`src/bts_queue.sv`:
```
`default_nettype none
module bts_queue #(
  parameter int W     = 8,
  parameter int DEPTH = 4
) (
  input  wire logic         clk,
  input  wire logic         rst_n,
  input  wire logic         push,
  input  wire logic [W-1:0] push_data,
  output logic              full,
  input  wire logic         pop,
  output logic              empty,
  output logic [W-1:0]      pop_data
);
  localparam int PW = $clog2(DEPTH);

  logic [W-1:0]  q_r [DEPTH];
  logic [PW-1:0] wp_r, rp_r;
  logic [PW:0]   cnt_r;

  assign full     = (32'(cnt_r) == DEPTH);
  assign empty    = (cnt_r == '0);
  assign pop_data = q_r[rp_r];

  always_ff @(posedge clk) begin
    if (!rst_n) begin
      wp_r  <= '0;
      rp_r  <= '0;
      cnt_r <= '0;
    end else begin
      if (push) wp_r <= (32'(wp_r) == DEPTH - 1) ? '0 : wp_r + PW'(1);
      if (pop) rp_r <= (32'(rp_r) == DEPTH - 1) ? '0 : rp_r + PW'(1);
      if (push && !pop) cnt_r <= cnt_r + (PW+1)'(1);
      else if (pop && !push) cnt_r <= cnt_r - (PW+1)'(1);
    end
  end

  always_ff @(posedge clk) begin
    if (push) q_r[wp_r] <= push_data;
  end

endmodule
`default_nettype wire

```
`config.mk`:
```
export PLATFORM = sky130hd
export DESIGN_NAME = bts_queue
export DESIGN_NICKNAME = d
export VERILOG_FILES = /design/src/bts_queue.sv
export SDC_FILE = /design/constraint.sdc
export NUM_CORES = 1
export LEC_CHECK = 0
export BUFFER_PORTS_ARGS = -buffer_cell sky130_fd_sc_hd__buf_2
export CORE_MARGIN = 5
export CORE_UTILIZATION = 35
export DETAILED_ROUTE_END_ITERATION = 8
export MAX_ROUTING_LAYER = met4
export SYNTH_ARGS = -nofsm -noshare
export SYNTH_HDL_FRONTEND = slang
export SYNTH_SLANG_ARGS = --single-unit
```
`constraint.sdc`:
```
create_clock -name clk -period 1.7 [get_ports clk]
set_input_delay 0.34 -clock clk [delete_from_list [all_inputs] [get_ports clk]]
set_output_delay 0.34 -clock clk [all_outputs]
set_load 0.03 [all_outputs]
```
==> results of run 1 <==
cell families after synthesis:
group,Yosys count
buffers and inverters,6
AND/OR/NAND/NOR,15
AO/OA/AOI/OAI,3
XOR/XNOR,2
adder cells (fa/ha/maj),7
flip-flops,41
multiplexers,12
cell usage after synthesis:
cell and instances:
a21boi_1 1, mux2i_1 4, xor2_1 1, xnor2_1 1, mux4_2 8, or3_1 1, nor2b_1 5, clkbuf_2 1
o21a_1 1, o21ai_0 1, inv_1 4, fa_1 1, ha_1 6, edfxtp_1 32, buf_6 1, dfxtp_1 9
nor2_1 1, nor3_1 2, and2_1 5, nor3b_1 1
stage by stage:
step                utilization (%)  setup WS, ns
finish                        44.33      -0.07877
floorplan                         -       0.09733
global route                  44.33       -0.1440
global placement              41.21      -0.02765
detailed placement            41.21       -0.1030
CTS                           44.33       -0.1044
path summary, 6_finish.rpt:
check	to	slack (ns)	cells past startpoint
setup reg to reg	cnt_r[2]	0.22	4
hold / removal	q_r[3][6]	0.27	1
setup / recovery	pop_data[4]	-0.08	3
hold reg to reg	cnt_r[2]	0.53	2
cell type report:
class	instances	area, sq um	share of cell area [%]
timing repair buffer	26	205.2	10.49
sequential	41	1142	58.38
multi-input combinational	39	442.9	22.63
inverter	4	15.01	0.7673
tap	52	65.06	3.325
clock buffer	5	68.82	3.517
clock inverter	3	17.52	0.8951
sequential cells by signal (all words and copies together) (netlist names), named ones only:
register,flops
rp_r,2
cnt_r,3
wp_r,2
q_r,32
metal layers:
layer / global-route usage, % / vias up
met5: - / -
met4: 3.547 / 0
met3: 3.588 / 3
met2: 15.28 / 20
met1: 10.06 / 382
li1: - / 387
power by group through the flow:
stage / registers (mW) / clock network [mW] / logic [mW]
after floorplan: 1.18 / 0 / 0.219
after global placement: 1.19 / 0 / 0.307
after detailed placement: 1.19 / 0 / 0.315
after CTS: 1.17 / 0.625 / 0.352
after global routing: 1.18 / 0.667 / 0.379
final: 1.17 / 0.601 / 0.346
what timing repair did:
action                                 CTS  global route
setup endpoints to repair                8             8
endpoints found under the hold margin    0             0
setup buffers                            0             0
gates cloned                             0             0
resized for setup                       17             0
==> results.md, run 1 <==
- Core box area: around 4400 sq um
- Gate Count Post-Synth: 86
- Max incr delay on CP: roughly 0.51 ns
- Drt total wl: 2566 microns
- Final HPWL from detailed placement: 1831 microns
- Worst hold path type: in2reg
- First-pass GRT wire length: ~4100 microns
- Failing checks: negative setup slack
- CTS clk-pin slew, worst paths: roughly 0.080 ns
- DR iter-0 viols: 59
- Largest cells by area after synthesis: edfxtp_1 (59%), dfxtp_1 (11%), mux4_2 (11%)
- Layout net count: 136
- Synth Area in Simple Gates: roughly 5.6%
- XOR/XNOR Fraction of Synth Area: 1.084%
- Final WS setup: -0.07877 ns
- CP arrival: 1.44 ns
- Die H: 77.94 microns
- P_int: 1.584 mW
- Clk_lat worst skew: 0.29 ns
- Row count: 24
- Clock power frac: 28.4%
- Critical path class: reg2out
- Status: complete, but fails checks
- RSZ-0062 raised after global routing: true
- Worst EP required: 1.36 ns
- Final std cells w/o fill: 170
- Synthesis-stage register bit count: 41
- Final Setup Violations: 8
- R2R Path Start: cnt_r[0]
- Number of global-route vias before repair: 877
- Met3 WL post-DR: ~150 microns
- Initial Utilization: between 30% and 40%
- Placed cells: 162
- Sw Ratio: about a quarter
- Layout Cell Area excl Fill: 1957 sq um
- Die width: 77.94 microns
- Clock Path Buffers: 2
- Post-synth top area cell: edfxtp_1
- Max-cap violations: 0
- Cell area after synthesis: around 1600 sq um
- Area grow syn2layout: 21.15%
- GRT Total Usage: 9.259%
- Wl on met1: 1104 microns
- Largest net degree at the start of global routing: 14
- Syn_area_per_cell: 18.78 sq um
- Residual DRC: 0
- Crit path cell chain: buf_12 > mux4_2 > buf_6
- Root buf cell: clkbuf_8
- Routability cong.: 0.6945
- Fmax: 562.2 MHz
- Most frequent cells in the layout: edfxtp_1 (32), buf_2 (13), mux4_2 (8), dfxtp_1 (8), buf_6 (8)
- Mux contribution to synthesized area: about 14%
- Vias: 792
- Worst setup SP type: flip-flop
- # IOs: 22
- Sequential power share: 55.3%
- CTS sink count: between 40 and 50
- Synthesized-area fraction occupied by adder cells: 5.887%
- H-tree depth: 2
- Antenna violations before repair: 0
- Slew Limit Fails: 0
- Met2 routed WL: 1285 microns
- Number of vias per cell: 4.659
- Post-DP Area: ~1800 sq um
- Syn nets: approximately 110
- Fill cells: 389
- Commonest non-fill, non-tap cell in the layout: edfxtp_1
- Grt ovf: 0
- Worst Tran Pin Value: 0.4556 ns
- Worst-case headroom to the max-slew limit: between 60% and 70%
- Cell Pwr Density: around 1100 nW/um^2
- Worst setup EP type: primary output
- Highest metal used: met4
- Hold_buf cts: 0
- Post-route ant nets: 0
- Sequential element share of the synthesized area: a little over two thirds
- Buffers & Inverters on Critical Path: 2
- Die Footprint: 6074 sq um
- Yosys cell types: 20
- Min-delay src: push_data[6]
- Final min period: between 1.5 and 2 ns
- Routed WL per cell: approximately 15 microns
- Skew final: 0.008806 ns
- VDD IR max: 0.0006462 V
- Final Power: 2.118 mW
- Total CTS buffers: 5
- Setup TNS: -0.5569 ns
- Top cell type's share of synthesized area: 59.49%
- Critical Path Slowest Stage Cell: mux4_2
- Pre-antenna DRT Iters: 4
- Yosys Warn Count: 0
- Leakage: 0.7236 nW
- Diodes inserted: 0
- Final hold slack: 0.2671 ns
- Comb pwr share: 16.3%
- CTS tree: yes
- Crit path max fanout: 8
- Switching power: 0.5344 mW
- Main combinational cell family by area after synthesis: multiplexers
- Port bufs: 21
- Compound-gate portion of the synthesized area: around 1.2%
- CP top delay family: multiplexers
- Hold Vio Cnt, Final: 0
- Final period util: 104.6%
- Share of layout cells above drive strength 1: roughly 36%
No activity file was read; power rests on OpenSTA's default activity.
==> run 2, diff against run 1 <==
--- a/config.mk
+++ b/config.mk
@@ -7,9 +7,10 @@
 export LEC_CHECK = 0
 export BUFFER_PORTS_ARGS = -buffer_cell sky130_fd_sc_hd__buf_2
 export CORE_MARGIN = 5
-export CORE_UTILIZATION = 35
+export CORE_UTILIZATION = 50
 export DETAILED_ROUTE_END_ITERATION = 8
 export MAX_ROUTING_LAYER = met4
+export PLACE_DENSITY = 0.74
 export SYNTH_ARGS = -nofsm -noshare
 export SYNTH_HDL_FRONTEND = slang
 export SYNTH_SLANG_ARGS = --single-unit
==> run 2 against run 1 <==
Largest power group unchanged. Die area is 26% lower. Critical path depth stayed put. Via count is 2.1% higher. Critical path type unchanged. Total power is 1.5% higher. The run still ends with negative setup slack left.
==> results.md, run 2 (synthesis gave the netlist of run 1 again) <==
- Initial Utilization: 52.48% (+16 points)
- Final Setup Violations: 8 (unchanged)
- Final period util: 108.2% (+3.6 points)
- Comb pwr share: 15.8% (-0.5 points)
- Switching power: 0.4991 mW (-6.6%)
- Die Footprint: 4468 sq um (-26%)
- CP arrival: 1.50 ns (+0.06 ns)
- # IOs: 22 (unchanged)
- Total CTS buffers: 5 (unchanged)
- Max-cap violations: 0 (unchanged)
- Cell Pwr Density: 1105 nW/um^2 (+2.1%)
- Share of layout cells above drive strength 1: 35.59% (unchanged)
- Worst hold path type: in2reg
- Commonest non-fill, non-tap cell in the layout: edfxtp_1
- Antenna violations before repair: 0 (unchanged)
- CTS clk-pin slew, worst paths: 0.11 ns (+0.03 ns)
- Grt ovf: 0 (unchanged)
- Final HPWL from detailed placement: 1684 microns (-8.1%)
- Biggest regs: q_r: 32 flops, cnt_r: 3 flops
- Critical path class: reg2out
- DR iter-0 viols: 36 (-39%)
- Leakage: 0.7230 nW (about the same)
- Number of global-route vias before repair: 830 (-5.4%)
- Largest register FFs: 32 (unchanged)
- Worst hold path depth: 1 (unchanged)
- Slew Limit Fails: 0 (unchanged)
- Setup Fix Bufs, Post-CTS: 0 (unchanged)
- Post-DP Area: 1809 sq um (-0.55%)
- Worst setup SP type: flip-flop
- H-tree depth: 2 (unchanged)
- Worst setup EP type: primary output
- Routability cong.: 0.7213 (+3.9%)
- Most frequent cells in the layout: edfxtp_1 (32), buf_2 (13), mux4_2 (8), dfxtp_1 (8), buf_6 (8)
- Fmax: 543.6 MHz (-3.3%)
- Hold Vio Cnt, Final: 0 (unchanged)
- Largest net degree at the start of global routing: 13 (-1)
- Clk_lat worst skew: 0.33 ns (+0.04 ns)
- Area grow syn2layout: 20.45%
- Row count: 20 (-17%)
- Util after Layout: 63.21% (+19 points)
- GRT Total Usage: 12.92% (+3.7 points)
- Number of vias per cell: 4.994 (+7.2%)
- Final WS setup: -0.1396 ns (-0.06084 ns)
- Clock power frac: 29.6% (+1.2 points)
- CTS tree: yes
- Port bufs: 21 (unchanged)
- Worst EP required: 1.36 ns (about the same)
- Die width: 66.84 microns (-14%)
- Post-route ant nets: 0 (unchanged)
- Final Power: 2.150 mW (+1.5%)
- Failing checks: negative setup slack
- Die H: 66.84 microns (-14%)
- Routed WL per cell: 14.46 microns (-4.2%)
- Sw Ratio: 23.21% (-2.0 points)
- Status: complete, but fails checks
- RSZ-0062 raised after global routing: true
- Residual DRC: 0 (unchanged)
- Worst-case headroom to the max-slew limit: 72.31% (+2.7 points)
- Root buf cell: clkbuf_4
- R2r worst-path depth: 4 (unchanged)
- Skew final: 0.008606 ns (-0.0001999 ns)
- Layout net count: 136 (unchanged)
- Worst Tran Pin Value: 0.4153 ns (-0.04028 ns)
- Clock Path Buffers: 2 (unchanged)
- Vias: 809 (+2.1%)
- Sequential power share: 54.6% (-0.7 points)
- Crit path max fanout: 8 (unchanged)
- Drt total wl: 2342 microns (-8.7%)
- CTS sink count: 41 (unchanged)
- VDD IR max: 0.0009886 V (+53%)
- Most flops, register: q_r
- Layout Cell Area excl Fill: 1946 sq um (-0.58%)
- P_int: 1.651 mW (+4.3%)
- Core box area: 3078 sq um (-30%)
- Diodes inserted: 0 (unchanged)
- First-pass GRT wire length: 3877 microns (-6.4%)
- Final min period: 1.840 ns (+0.06084 ns)
- Pre-antenna DRT Iters: 4 (unchanged)
[run 2: changes by cell type in the layout (fill, tap and decap cells not counted)]
| cell | delta |
|---|---|
| clkbuf_1 | +1 |
| clkinv_1 | -1 |
| bufinv_16 | +1 |
| clkbuf_4 | +5 |
| clkinv_4 | -1 |
| clkbuf_8 | -4 |
| clkinv_2 | -1 |
[run 2: timing repair]
| item | CTS | global route |
|---|---|---|
| setup endpoints to repair | 8 | 8 |
| hold buffers | 0 | 0 |
| resized for setup | 17 | 0 |
[run 2: path summary, 6_finish.rpt]
kind / slack, ns / start / end
setup reg to reg: 0.21 / cnt_r[0] / cnt_r[2]
hold / removal: 0.22 / push_data[0] / q_r[2][0]
setup / recovery: -0.14 / flip-flop / pop_data[1]
hold reg to reg: 0.53 / cnt_r[2] / cnt_r[2]
[run 2: routing by layer]
metal / track usage, % / part of all wire [%] / wire, microns
met4: 4.569 / 1.7 / 39
met1: 15.06 / 43 / 1004
met5: - / 0 / 0
met3: 5.565 / 4.4 / 104
met2: 20.05 / 51 / 1194
[run 2: area by class of cell]
cell class,count,area [sq um]
Inverter,4,15.01
Fill cell,235,1132
Clock buffer,7,55.05
Clock inverter,1,30.03
Timing Repair Buffer,26,205.2
Tap cell,44,55.05
Multi-Input combinational cell,39,442.9
Sequential cell,41,1142
[run 2: critical path: stages, from the launching register on]
cell     delay, ns
dfxtp_2       0.36
buf_12        0.13
mux4_2        0.51
buf_6         0.16
[run 2: through the flow]
stage               instances  setup TNS [ns]  hold slack [ns]  setup slack (ns)
floorplan                  86               0           0.4389           0.09733
global placement          154        -0.01777           0.4774          -0.01777
detailed placement        154        -0.09927           0.5108          -0.09927
CTS                       162          -1.285           0.1959           -0.1683
global route              162          -1.666           0.1898           -0.2169
finish                    162          -1.037           0.2155           -0.1396
[run 2: power groups by stage]
stage	Sequential [mW]	Combinational [mW]	Clock (mW)
CTS	1.18	0.346	0.655
global route	1.18	0.365	0.709
global placement	1.19	0.300	0
floorplan	1.18	0.219	0
finish	1.17	0.339	0.637
detailed placement	1.20	0.308	0
