File: config.mk
export PLATFORM = sky130hd
export DESIGN_NAME = bts_front
export DESIGN_NICKNAME = d
export VERILOG_FILES = /design/src/bts_pkg.sv /design/src/bts_front.sv
export SDC_FILE = /design/constraint.sdc
export NUM_CORES = 1
export LEC_CHECK = 0
export ABC_CLOCK_PERIOD_IN_PS = 8250
export BUFFER_PORTS_ARGS = -buffer_cell sky130_fd_sc_hd__buf_4
export CORE_ASPECT_RATIO = 0.75
export CORE_UTILIZATION = 58
export DETAILED_ROUTE_END_ITERATION = 7
export GPL_TIMING_DRIVEN = 0
export PLACE_DENSITY = 0.81
export SLEW_MARGIN = 20
export SYNTH_ARGS = -nofsm -noshare
export SYNTH_HDL_FRONTEND = slang
export SYNTH_SLANG_ARGS = --single-unit
export TNS_END_PERCENT = 30
File: constraint.sdc
create_clock -name clk -period 8.25 [get_ports clk]
set_input_delay 0.825 -clock clk [delete_from_list [all_inputs] [get_ports clk]]
set_output_delay 0.825 -clock clk [all_outputs]
set_load 0.005 [all_outputs]
File: src/bts_pkg.sv
`default_nettype none
package bts_pkg;

  localparam int DEF_MAX_WIDTH   = 256;
  localparam int DEF_MAX_HEIGHT  = 256;
  localparam int DEF_WEIGHT_BITS = 8;

  localparam int CFG_IDX_W  = 2;
  localparam int CFG_DATA_W = 9;
  localparam int TEXEL_W    = 24;
  localparam int INTEN_W    = 16;

  localparam logic [CFG_IDX_W-1:0] CFG_TEX_WIDTH    = 2'd0;
  localparam logic [CFG_IDX_W-1:0] CFG_TEX_HEIGHT   = 2'd1;
  localparam logic [CFG_IDX_W-1:0] CFG_GAMMA_ENABLE = 2'd2;

  localparam logic FUNC_WRITE  = 1'b0;
  localparam logic FUNC_SAMPLE = 1'b1;

  // floor(65535 * (c/255)^2.2): largest g with g^5 * 255^11 <= c^11 * 65535^5
  function automatic logic [255:0][15:0] gamma_table();
    logic [255:0][15:0] tab;
    logic [191:0] rhs;
    logic [191:0] lhs;
    logic [16:0]  lo;
    logic [16:0]  hi;
    logic [16:0]  mid;
    for (int c = 0; c < 256; c++) begin
      rhs = 192'd1;
      for (int k = 0; k < 11; k++) rhs = rhs * 192'(c);
      for (int k = 0; k < 5; k++) rhs = rhs * 192'd65535;
      lo = 17'd0;
      hi = 17'd65535;
      for (int it = 0; it < 17; it++) begin
        if (lo < hi) begin
          mid = (lo + hi + 17'd1) >> 1;
          lhs = 192'd1;
          for (int k = 0; k < 5; k++) lhs = lhs * 192'(mid);
          for (int k = 0; k < 11; k++) lhs = lhs * 192'd255;
          if (lhs <= rhs) lo = mid;
          else hi = mid - 17'd1;
        end
      end
      tab[c] = lo[15:0];
    end
    return tab;
  endfunction

  localparam logic [255:0][15:0] GAMMA_ROM = gamma_table();

endpackage
`default_nettype wire

File: src/bts_front.sv
`default_nettype none
module bts_front #(
  parameter int MAX_WIDTH   = bts_pkg::DEF_MAX_WIDTH,
  parameter int MAX_HEIGHT  = bts_pkg::DEF_MAX_HEIGHT,
  parameter int WEIGHT_BITS = bts_pkg::DEF_WEIGHT_BITS,
  parameter int EW          = 2 + 4 * $clog2(MAX_WIDTH * MAX_HEIGHT) + 24 + 2 * WEIGHT_BITS
) (
  input  wire logic                            clk,
  input  wire logic                            rst_n,
  input  wire logic                            in_valid,
  output logic                                 in_ready,
  input  wire logic                            func,
  input  wire logic [31:0]                     coord_u,
  input  wire logic [31:0]                     coord_v,
  input  wire logic [7:0]                      texel_x,
  input  wire logic [7:0]                      texel_y,
  input  wire logic [23:0]                     texel_rgb,
  input  wire logic [bts_pkg::CFG_DATA_W-1:0]  tex_width,
  input  wire logic [bts_pkg::CFG_DATA_W-1:0]  tex_height,
  output logic                                 q_push,
  input  wire logic                            q_full,
  output logic [EW-1:0]                        q_data
);
  import bts_pkg::*;

  localparam int AW  = $clog2(MAX_WIDTH * MAX_HEIGHT);
  localparam int IW  = $clog2(MAX_WIDTH);
  localparam int JW  = $clog2(MAX_HEIGHT);
  localparam int WW  = $clog2(MAX_WIDTH + 1);
  localparam int HW  = $clog2(MAX_HEIGHT + 1);
  localparam int WB  = WEIGHT_BITS;

  logic [WW-1:0] w;
  logic [HW-1:0] h;

  always_comb begin
    if (tex_width == '0) w = WW'(1);
    else if (32'(tex_width) > MAX_WIDTH) w = WW'(MAX_WIDTH);
    else w = WW'(tex_width);
    if (tex_height == '0) h = HW'(1);
    else if (32'(tex_height) > MAX_HEIGHT) h = HW'(MAX_HEIGHT);
    else h = HW'(tex_height);
  end

  logic             f1_v_r;
  logic             f1_kind_r;
  logic [16+WW-1:0] su_r;
  logic [16+HW-1:0] sv_r;
  logic [WW-1:0]    w_r;
  logic [HW-1:0]    h_r;
  logic [7:0]       x_r;
  logic [7:0]       y_r;
  logic [23:0]      rgb_r;

  assign q_push   = f1_v_r && !q_full;
  assign in_ready = !f1_v_r || !q_full;

  always_ff @(posedge clk) begin
    if (!rst_n) begin
      f1_v_r <= 1'b0;
    end else if (in_ready) begin
      f1_v_r <= in_valid;
    end
  end

  always_ff @(posedge clk) begin
    if (in_ready && in_valid) begin
      f1_kind_r <= func;
      su_r      <= (16+WW)'(coord_u[15:0]) * (16+WW)'(w);
      sv_r      <= (16+HW)'(coord_v[15:0]) * (16+HW)'(h);
      w_r       <= w;
      h_r       <= h;
      x_r       <= texel_x;
      y_r       <= texel_y;
      rgb_r     <= texel_rgb;
    end
  end

  logic [IW-1:0] i, i1;
  logic [JW-1:0] j, j1;
  logic [WB-1:0] wi, wj;
  logic [AW-1:0] a0, a1, a2, a3;
  logic          wen;

  always_comb begin
    i  = su_r[16 +: IW];
    j  = sv_r[16 +: JW];
    wi = su_r[15 -: WB];
    wj = sv_r[15 -: WB];
    i1 = (32'(i) + 1 >= 32'(w_r)) ? '0 : IW'(32'(i) + 1);
    j1 = (32'(j) + 1 >= 32'(h_r)) ? '0 : JW'(32'(j) + 1);
    wen = (32'(x_r) < MAX_WIDTH) && (32'(y_r) < MAX_HEIGHT);
    if (f1_kind_r == FUNC_WRITE) begin
      a0 = AW'(32'(y_r) * MAX_WIDTH + 32'(x_r));
    end else begin
      a0 = AW'(32'(j) * MAX_WIDTH + 32'(i));
    end
    a1 = AW'(32'(j) * MAX_WIDTH + 32'(i1));
    a2 = AW'(32'(j1) * MAX_WIDTH + 32'(i));
    a3 = AW'(32'(j1) * MAX_WIDTH + 32'(i1));
  end

  assign q_data = {f1_kind_r, wen, a3, a2, a1, a0, rgb_r, wj, wi};

endmodule
`default_nettype wire

==> out/qor_table.md, run 1 <==
| Result | Value | Unit |
| --- | --- | --- |
| Crit-path cells | buf_4, or4_1, o22ai_4, clkbuf_1, nand2_1, fa_1, inv_1, fa_1, inv_1, fa_1, inv_1, fa_1, ha_1, nand3_1, nor3_1, a21oi_2, o211ai_4, a21o_1, xor2_1 | - |
| Gp weighted congestion | 0.928 | - |
| Overall die height | 131 | um |
| Total die area | 22,700 | sq um |
| Post-cts repair resize count | 0 | - |
| Htree depth | 3 | - |
| Achievable frequency | 0.145 | GHz |
| Register-to-Register Path Depth | 3 | - |
| Shortest clock period the worst path allows after layout | 6.88 | ns |
| Final Net Count | 1,930 | - |
| Chip Width | 174 | um |
| CP max-delay cell | sky130_fd_sc_hd__nor3_1 | - |
| Pre-antenna DRT Iters | 6 | - |
| Post-CTS setup-driven buffer insertion count | 0 | - |
| Detailed router's first-iteration violation count | 728 | - |
| Required time reported for the critical path endpoint | 8.40 | ns |
| Leakage power total | 7.49 | nW |
| Share of synthesized registers carrying an async set or reset | 0 | - |
| Clock-pin slew reported for the worst setup and hold paths after clock tree synthesis | 0.07 | ns |
| Overflow left after global routing | 0 | - |
| Capturing point of the worst reg2reg path | h_r[3]$_DFFE_PP_ | - |
| Startpoint of the worst register-to-register path | f1_v_r$_SDFFE_PN0N_ | - |
| Layout filler cell count | 1,657 | - |
| Worst setup skew after layout | 0.00592 | ns |
| Total number of placement rows | 46 | - |
| Peak supply drop | 0.123 | mV |
| Number of nets still failing antenna checks after routing | 0 | - |
| Initial Utilization | 0.598 | - |
| Pin count of the biggest net entering global routing | 53 | - |
| EDFF count, synth | 91 | - |
| Top-level I/O count | 235 | - |
| Hold EP | f1_v_r$_SDFFE_PN0N_ | - |
| Class of the most critical setup path | in -> reg | - |
| Critical Path Most Common Cell | sky130_fd_sc_hd__fa_1 | - |
| Portion of the post-synthesis area used by sequential elements | 0.215 | - |
| Element type at the critical path end | register | - |
| Cts bufs inserted | 9 | - |
| Reg-to-reg slack, setup | 6.66 | ns |
| Global-route wire length before repair | 50.3 | mm |
| Setup repair after global routing missed its margin | no | - |
| Worst setup SP type | input port | - |
| Number of max-cap violations | 0 | - |
| Total of flip-flops plus latches after synthesis | 92 | - |
| Tightest hold margin | 0.542 | ns |
| Nets in the synthesized netlist | 1,735 | - |
| Instance area after placement | 14,600 | sq um |
| Combined flip-flop and latch cell area | 2750 | sq um |
| Drt wl/cell | 17.4 | um |
| Sinks on Clock Net | 92 | - |
| Via count | 9,861 | - |
| Ys flop type | sky130_fd_sc_hd__edfxtp_1 | - |
| Number of cells on the worst hold path | 2 | - |
| TritonCTS clock tree | built | - |
| IO buf count | 183 | - |
| Final Max Tran Viols | 0 | - |
| Area delta synth->final | 16.2 | % |
| Tightest slew margin relative to the limit | 0.391 | - |
| Post-route setup TNS | 0 | ns |
| Worst-skew pair later-pin latency | 0.34 | ns |
| Slew at the pin with the worst max-slew slack | 0.906 | ns |
| Largest fanout on the critical path | 10 | - |
| Total length of routed wires | 31.4 | mm |
| Clk Tree Root Cell | sky130_fd_sc_hd__clkbuf_16 | - |
| YS warnings | 0 | - |
| Ratio of cells with drive above 1 in the final layout | 0.166 | - |
| Mapped Area | 12,800 | sq um |
| Number of unique standard cell types used by synthesis | 68 | - |
| Post-Layout Inst Area | 14,900 | sq um |
| Arr. time, crit path | 7.03 | ns |
| Combined global-route utilization of all metal layers | 0.286 | - |
| DP Wirelength | 26.3 | mm |
| Final critical-path share of the clock period | 0.834 | - |
| Number of design rule violations left after detail routing | 0 | - |
| Multi-input combinational cell area | 8690 | sq um |
| Buffers from clock root to sink, at most | 2 | - |
| Setup-failing EPs final | 0 | - |
| Total power per unit cell area | 218 | nW/um^2 |
| Number of instances in the synthesized netlist | 1,316 | - |
| Via count of the first global-routing pass | 9,780 | - |
| Max stage delay on crit path | 0.76 | ns |
| Status | completed | - |
| Vias per cell | 5.46 | - |
| Initial antenna violation count | 0 | - |
| Post-CTS Hold Buffers | 0 | - |
| Core footprint | 21,400 | sq um |
| Share of the core filled with cells in the final layout | 0.694 | - |
| Endpoints failing hold | 0 | - |
| Kind of path behind the tightest hold check | reg -> reg | - |
| Min-delay src | f1_v_r$_SDFFE_PN0N_ | - |
| Synthesized area per cell | 9.72 | sq um |
==> layer usage <==
| metal | vias up | track usage | wire [um] |
|---|---|---|---|
| met2 | 464 | 0.451 | 14100 |
| met1 | 4862 | 0.405 | 13800 |
| met5 | - | 0 | 0 |
| met3 | 29 | 0.0637 | 3060 |
| li1 | 4506 | - | - |
| met4 | 0 | 0.0724 | 496 |
==> registers in the layout, indices dropped and copies added, names as in the netlist <==
| name | cells |
|---|---|
| f1_kind_r | 1 |
| f1_v_r | 1 |
| h_r | 9 |
| rgb_r | 24 |
| su_r | 16 |
| sv_r | 16 |
| w_r | 9 |
| x_r | 8 |
| y_r | 8 |
==> metrics by stage <==
step | setup slack [ns] | cells | power (mW)
6_report | 1.37 | 1805 | 3.24
5_1_grt | 1.16 | 1804 | 3.51
4_1_cts | 1.48 | 1804 | 3.24
3_5_place_dp | 1.12 | 1788 | 2.81
3_3_place_gp | 1.19 | 1787 | 2.74
2_1_floorplan | 2.28 | 1316 | 2.06
==> worst max-delay path: cells and delay by family <==
family / cells / cell delay, ns
fa+ha+maj: 5 / 2.39
simple gates: 4 / 1.57
compound gates: 4 / 1.20
buf+inv: 5 / 0.78
xor+xnor: 1 / 0.25
==> kinds of logic after synthesis <==
| group | count (synthesis) | share of synthesized area |
|---|---|---|
| and+or+nand+nor | 403 | 0.160 |
| buffers and inverters | 341 | 0.106 |
| adders and majority gates | 292 | 0.399 |
| AOI/OAI and AO/OA | 126 | 0.0737 |
| DFF | 92 | 0.215 |
| xor gates and xnor gates | 44 | 0.0301 |
| muxes | 17 | 0.0149 |
| other | 1 | 0.000293 |
==> cell usage after synthesis (4+ instances only) <==
library cell / number / area share
sky130_fd_sc_hd__nand2_1: 169 / 0.050
sky130_fd_sc_hd__nand2b_1: 7 / 0.0034
sky130_fd_sc_hd__mux2_2: 16 / 0.014
sky130_fd_sc_hd__nand4_1: 8 / 0.0039
sky130_fd_sc_hd__and2_1: 137 / 0.067
sky130_fd_sc_hd__o21ai_0: 16 / 0.0063
sky130_fd_sc_hd__ha_1: 98 / 0.096
sky130_fd_sc_hd__inv_1: 269 / 0.079
sky130_fd_sc_hd__buf_1: 18 / 0.0053
sky130_fd_sc_hd__buf_4: 18 / 0.011
sky130_fd_sc_hd__clkbuf_1: 33 / 0.0097
sky130_fd_sc_hd__edfxtp_1: 91 / 0.21
sky130_fd_sc_hd__fa_1: 194 / 0.30
sky130_fd_sc_hd__a21oi_1: 19 / 0.0074
sky130_fd_sc_hd__a21o_1: 18 / 0.011
sky130_fd_sc_hd__nand3_1: 15 / 0.0059
sky130_fd_sc_hd__o21bai_1: 5 / 0.0029
sky130_fd_sc_hd__nor2b_1: 20 / 0.0098
sky130_fd_sc_hd__and3_1: 9 / 0.0044
sky130_fd_sc_hd__a311oi_1: 4 / 0.0027
sky130_fd_sc_hd__xor2_1: 17 / 0.012
sky130_fd_sc_hd__nor2_1: 17 / 0.0050
sky130_fd_sc_hd__nor3_1: 4 / 0.0016
sky130_fd_sc_hd__xnor2_1: 27 / 0.018
sky130_fd_sc_hd__a31oi_1: 4 / 0.0020
sky130_fd_sc_hd__o21a_1: 4 / 0.0023
sky130_fd_sc_hd__or4_1: 4 / 0.0023
sky130_fd_sc_hd__a211oi_1: 23 / 0.013
==> where the power goes <==
part	internal [mW]	switching [mW]	total (mW)
Clock	0.216	0.199	0.415
Combinational	0.951	1.13	2.08
Sequential	0.667	0.0780	0.745
==> area by class of cell <==
| cell class | count | share of cell area |
|---|---|---|
| multi-input cells | 883 | 0.584 |
| flip-flops and latches | 92 | 0.185 |
| repair buffers | 184 | 0.0943 |
| inverters | 269 | 0.0679 |
| well taps | 288 | 0.0242 |
| plain buffers | 72 | 0.0234 |
| clock buffers | 9 | 0.0151 |
| clock inverters | 7 | 0.00547 |
| diodes | 1 | 0.000168 |
==> cells in the final DEF (no fill, tap or decap), types with 18 or more instances in the layout <==
cell,instances
sky130_fd_sc_hd__fa_1,194
sky130_fd_sc_hd__and2_1,136
sky130_fd_sc_hd__buf_1,18
sky130_fd_sc_hd__ha_1,98
sky130_fd_sc_hd__xnor2_1,27
sky130_fd_sc_hd__inv_1,269
sky130_fd_sc_hd__edfxtp_1,91
sky130_fd_sc_hd__clkbuf_1,33
sky130_fd_sc_hd__a21o_1,18
sky130_fd_sc_hd__a21oi_1,19
sky130_fd_sc_hd__nand2_1,169
sky130_fd_sc_hd__a211oi_1,23
sky130_fd_sc_hd__nor2b_1,20
sky130_fd_sc_hd__buf_4,201
==> how the worst max path moves through the flow <==
stage                        from                 end  slack [ns]
detailed placement   tex_width[5]  su_r[19]$_DFFE_PP_        1.12
global placement     tex_width[5]  su_r[19]$_DFFE_PP_        1.19
floorplan           tex_height[8]  sv_r[21]$_DFFE_PP_        2.28
global route         tex_width[5]  su_r[19]$_DFFE_PP_        1.16
finish              tex_height[5]  sv_r[19]$_DFFE_PP_        1.37
CTS                  tex_width[5]  su_r[19]$_DFFE_PP_        1.48
No activity file was read; power rests on OpenSTA's default activity.
==> run 2: changes to the inputs <==
--- a/config.mk
+++ b/config.mk
@@ -5,13 +5,13 @@
 export SDC_FILE = /design/constraint.sdc
 export NUM_CORES = 1
 export LEC_CHECK = 0
-export ABC_CLOCK_PERIOD_IN_PS = 8250
+export ABC_CLOCK_PERIOD_IN_PS = 5630
 export BUFFER_PORTS_ARGS = -buffer_cell sky130_fd_sc_hd__buf_4
 export CORE_ASPECT_RATIO = 0.75
-export CORE_UTILIZATION = 58
+export CORE_UTILIZATION = 53
 export DETAILED_ROUTE_END_ITERATION = 7
 export GPL_TIMING_DRIVEN = 0
-export PLACE_DENSITY = 0.81
+export PLACE_DENSITY = 0.78
 export SLEW_MARGIN = 20
 export SYNTH_ARGS = -nofsm -noshare
 export SYNTH_HDL_FRONTEND = slang
==> constraint.sdc (replaced) <==
create_clock -name clk -period 5.63 [get_ports clk]
set_input_delay 0.563 -clock clk [delete_from_list [all_inputs] [get_ports clk]]
set_output_delay 0.563 -clock clk [all_outputs]
set_load 0.005 [all_outputs]
==> run 2 against run 1 <==
Against the previous run:
- register-to-register slack lost 2.6 ns
- flip-flop and latch count unchanged
- cell count rose by 1.6%
- largest power group unchanged
- sequential power increased by 46%
- clock-buffer cell count did not move
==> out/qor_table.md, run 2 (synthesis gave the netlist of run 1 again) <==
| Result | Value | Unit | Delta |
| --- | --- | --- | --- |
| Element type at the critical path end | register | - | unchanged |
| Ratio of cells with drive above 1 in the final layout | 0.213 | - | was 0.166 |
| Clk Tree Root Cell | sky130_fd_sc_hd__clkbuf_16 | - | unchanged |
| Post-CTS Hold Buffers | 0 | - | unchanged |
| Detailed router's first-iteration violation count | 857 | - | was 728 |
| Tightest slew margin relative to the limit | 0.522 | - | was 0.391 |
| Htree depth | 3 | - | unchanged |
| Total length of routed wires | 32.7 | mm | was 31.4 mm |
| Achievable frequency | 0.180 | GHz |  |
| TritonCTS clock tree | built | - | unchanged |
| Combined global-route utilization of all metal layers | 0.266 | - | was 0.286 |
| Endpoints failing hold | 0 | - | unchanged |
| Total number of placement rows | 48 | - | was 46 |
| Area delta synth->final | 20.0 | % | was 16.2% |
| Worst setup skew after layout | 0.00849 | ns | was 0.00592 ns |
| Chip Width | 181 | um | was 174 um |
| Overflow left after global routing | 0 | - | unchanged |
| Initial antenna violation count | 0 | - | unchanged |
| Worst setup SP type | input port | - | unchanged |
| Class of the most critical setup path | in -> reg | - | unchanged |
| Commonest non-fill, non-tap cell in the layout | sky130_fd_sc_hd__inv_1 | - | unchanged |
| Clock-pin slew reported for the worst setup and hold paths after clock tree synthesis | 0.08 | ns | was 0.07 ns |
| Cts bufs inserted | 9 | - | unchanged |
| Most frequent cells in the layout | sky130_fd_sc_hd__inv_1 (269), sky130_fd_sc_hd__buf_4 (223), sky130_fd_sc_hd__fa_1 (194) | - | was sky130_fd_sc_hd__inv_1 (269), sky130_fd_sc_hd__buf_4 (201), sky130_fd_sc_hd__fa_1 (194) |
| Tightest hold margin | 0.389 | ns | was 0.542 ns |
| Combined flip-flop and latch cell area | 2750 | sq um | unchanged |
| IO buf count | 183 | - | unchanged |
| Number of flip-flops under the largest register name | 24 | - | unchanged |
| Setup-failing EPs final | 0 | - | unchanged |
| Instance area after placement | 14,600 | sq um | about the same |
| Overall die height | 137 | um | was 131 um |
| Shortest clock period the worst path allows after layout | 5.55 | ns |  |
| Via count | 10,100 | - | was 9,861 |
| Number of design rule violations left after detail routing | 0 | - | unchanged |
| Number of max-cap violations | 0 | - | unchanged |
| Core footprint | 23,400 | sq um | was 21,400 sq um |
| Setup repair after global routing missed its margin | yes | - | was no |
| Post-Layout Inst Area | 15,400 | sq um | was 14,900 sq um |
| Peak supply drop | 0.193 | mV | was 0.123 mV |
| Worst-skew pair later-pin latency | 0.34 | ns | about the same |
| Final Max Tran Viols | 0 | - | unchanged |
| Largest fanout on the critical path | 5 | - | was 10 |
| Final Net Count | 1,947 | - | was 1,930 |
| Leakage power total | 7.76 | nW | was 7.49 nW |
| N_diodes | 0 | - | was 1 |
| Buffers from clock root to sink, at most | 2 | - | unchanged |
| Number of nets still failing antenna checks after routing | 0 | - | unchanged |
| Status | completed | - | unchanged |
| Arr. time, crit path | 5.63 | ns | was 7.03 ns |
| Initial Utilization | 0.548 | - | was 0.598 |
| Total die area | 24,800 | sq um | was 22,700 sq um |
| Registers with the most flip-flops | rgb_r: 24 flops, su_r: 16 flops, sv_r: 16 flops | - | unchanged |
| Top-level I/O count | 235 | - | unchanged |
| Slew at the pin with the worst max-slew slack | 0.716 | ns | was 0.906 ns |
| Sinks on Clock Net | 92 | - | unchanged |
| Pre-antenna DRT Iters | 5 | - | was 6 |
| Drt wl/cell | 17.9 | um | was 17.4 um |
| Gp weighted congestion | 0.896 | - | was 0.928 |
| Multi-input combinational cell area | 8930 | sq um | was 8690 sq um |
| Pin count of the biggest net entering global routing | 54 | - | was 53 |
| Final critical-path share of the clock period | 0.985 | - |  |
| Vias per cell | 5.48 | - | was 5.46 |
| Global-route wire length before repair | 51.2 | mm | was 50.3 mm |
| Kind of path behind the tightest hold check | in -> reg | - | was reg -> reg |
| Via count of the first global-routing pass | 9,819 | - | was 9,780 |
| DP Wirelength | 26.2 | mm | was 26.3 mm |
| Register ranked first by flip-flop count | rgb_r | - | unchanged |
| Layout filler cell count | 1,789 | - | was 1,657 |
| Required time reported for the critical path endpoint | 5.71 | ns | was 8.40 ns |
| Total power per unit cell area | 319 | nW/um^2 | was 218 nW/um^2 |
run 2: cell types whose count changed in the layout (fill, tap and decap cells not counted), moves of 4 or more:
cell                       change
sky130_fd_sc_hd__nor2b_4       +8
sky130_fd_sc_hd__nor2b_2       +4
sky130_fd_sc_hd__clkbuf_2      +8
sky130_fd_sc_hd__buf_4        +22
sky130_fd_sc_hd__ha_4          +4
sky130_fd_sc_hd__nor2b_1      -12
sky130_fd_sc_hd__buf_2         +5
sky130_fd_sc_hd__o21ai_0       -4
sky130_fd_sc_hd__clkbuf_1     -26
sky130_fd_sc_hd__ha_2          +4
sky130_fd_sc_hd__ha_1          -8
run 2: final timing paths:
kind,from,to,slack [ns],cells past startpoint
hold reg to reg,f1_v_r$_SDFFE_PN0N_,f1_v_r$_SDFFE_PN0N_,0.57,2
setup / recovery,tex_height[5],sv_r[16]$_DFFE_PP_,0.08,18
hold / removal,texel_x[4],x_r[4]$_DFFE_PP_,0.39,1
setup reg to reg,f1_v_r$_SDFFE_PN0N_,y_r[5]$_DFFE_PP_,4.07,3
run 2: critical path: stages:
cell,delay (ns)
sky130_fd_sc_hd__buf_4,0.12
sky130_fd_sc_hd__or4_4,0.55
sky130_fd_sc_hd__o22ai_4,0.27
sky130_fd_sc_hd__buf_8,0.17
sky130_fd_sc_hd__nand2_1,0.07
sky130_fd_sc_hd__fa_1,0.48
sky130_fd_sc_hd__inv_1,0.06
sky130_fd_sc_hd__fa_1,0.51
sky130_fd_sc_hd__inv_1,0.05
sky130_fd_sc_hd__fa_1,0.48
sky130_fd_sc_hd__inv_1,0.06
sky130_fd_sc_hd__fa_1,0.54
sky130_fd_sc_hd__ha_2,0.32
sky130_fd_sc_hd__a2111o_1,0.49
sky130_fd_sc_hd__a211o_1,0.29
sky130_fd_sc_hd__a221oi_4,0.33
sky130_fd_sc_hd__o21bai_1,0.12
sky130_fd_sc_hd__xor2_1,0.16
run 2: through the flow:
step / TNS [ns] / instances / utilization / worst slack (ns) / power [mW]
3_5_place_dp: -26.10 / 1800 / 0.624 / -1.15 / 4.11
5_1_grt: -0.0924 / 1833 / 0.657 / -0.0485 / 5.31
4_1_cts: -0.0671 / 1818 / 0.643 / -0.0327 / 4.76
6_report: 0 / 1833 / 0.657 / 0.0840 / 4.90
2_1_floorplan: -0.0782 / 1316 / - / -0.0644 / 3.02
3_3_place_gp: -24.36 / 1799 / 0.623 / -1.10 / 4.01
run 2: final cells by class:
type	instances	share of cell area
Clock buffer	9	0.0147
Buffer	69	0.0264
Timing Repair Buffer	204	0.102
Sequential cell	92	0.179
Clock inverter	7	0.00562
Tap cell	300	0.0244
Inverter	269	0.0657
Multi-Input combinational cell	883	0.582
run 2: repair_timing:
| item | in CTS | in global routing |
|---|---|---|
| pin swaps | 4 | 15 |
| cloned | 0 | 1 |
| gates resized for setup | 45 | 67 |
| endpoints found under the setup margin | 31 | 20 |
| hold endpoints to repair | 0 | 0 |
| buffers inserted | 3 | 16 |
run 2: report_power, final:
group,total (mW),leakage [nW],internal (mW),switching [mW]
registers,1.09,0.895,0.977,0.115
logic,3.20,6.71,1.49,1.70
clock network,0.616,0.151,0.320,0.296
run 2: per-layer routing:
| layer | track usage | vias up | part of all wire |
|---|---|---|---|
| li1 | - | 4536 | - |
| met1 | 0.383 | 4981 | 0.44 |
| met2 | 0.425 | 500 | 0.46 |
| met3 | 0.0444 | 36 | 0.091 |
| met4 | 0.0556 | 0 | 0.014 |
| met5 | 0 | - | 0 |
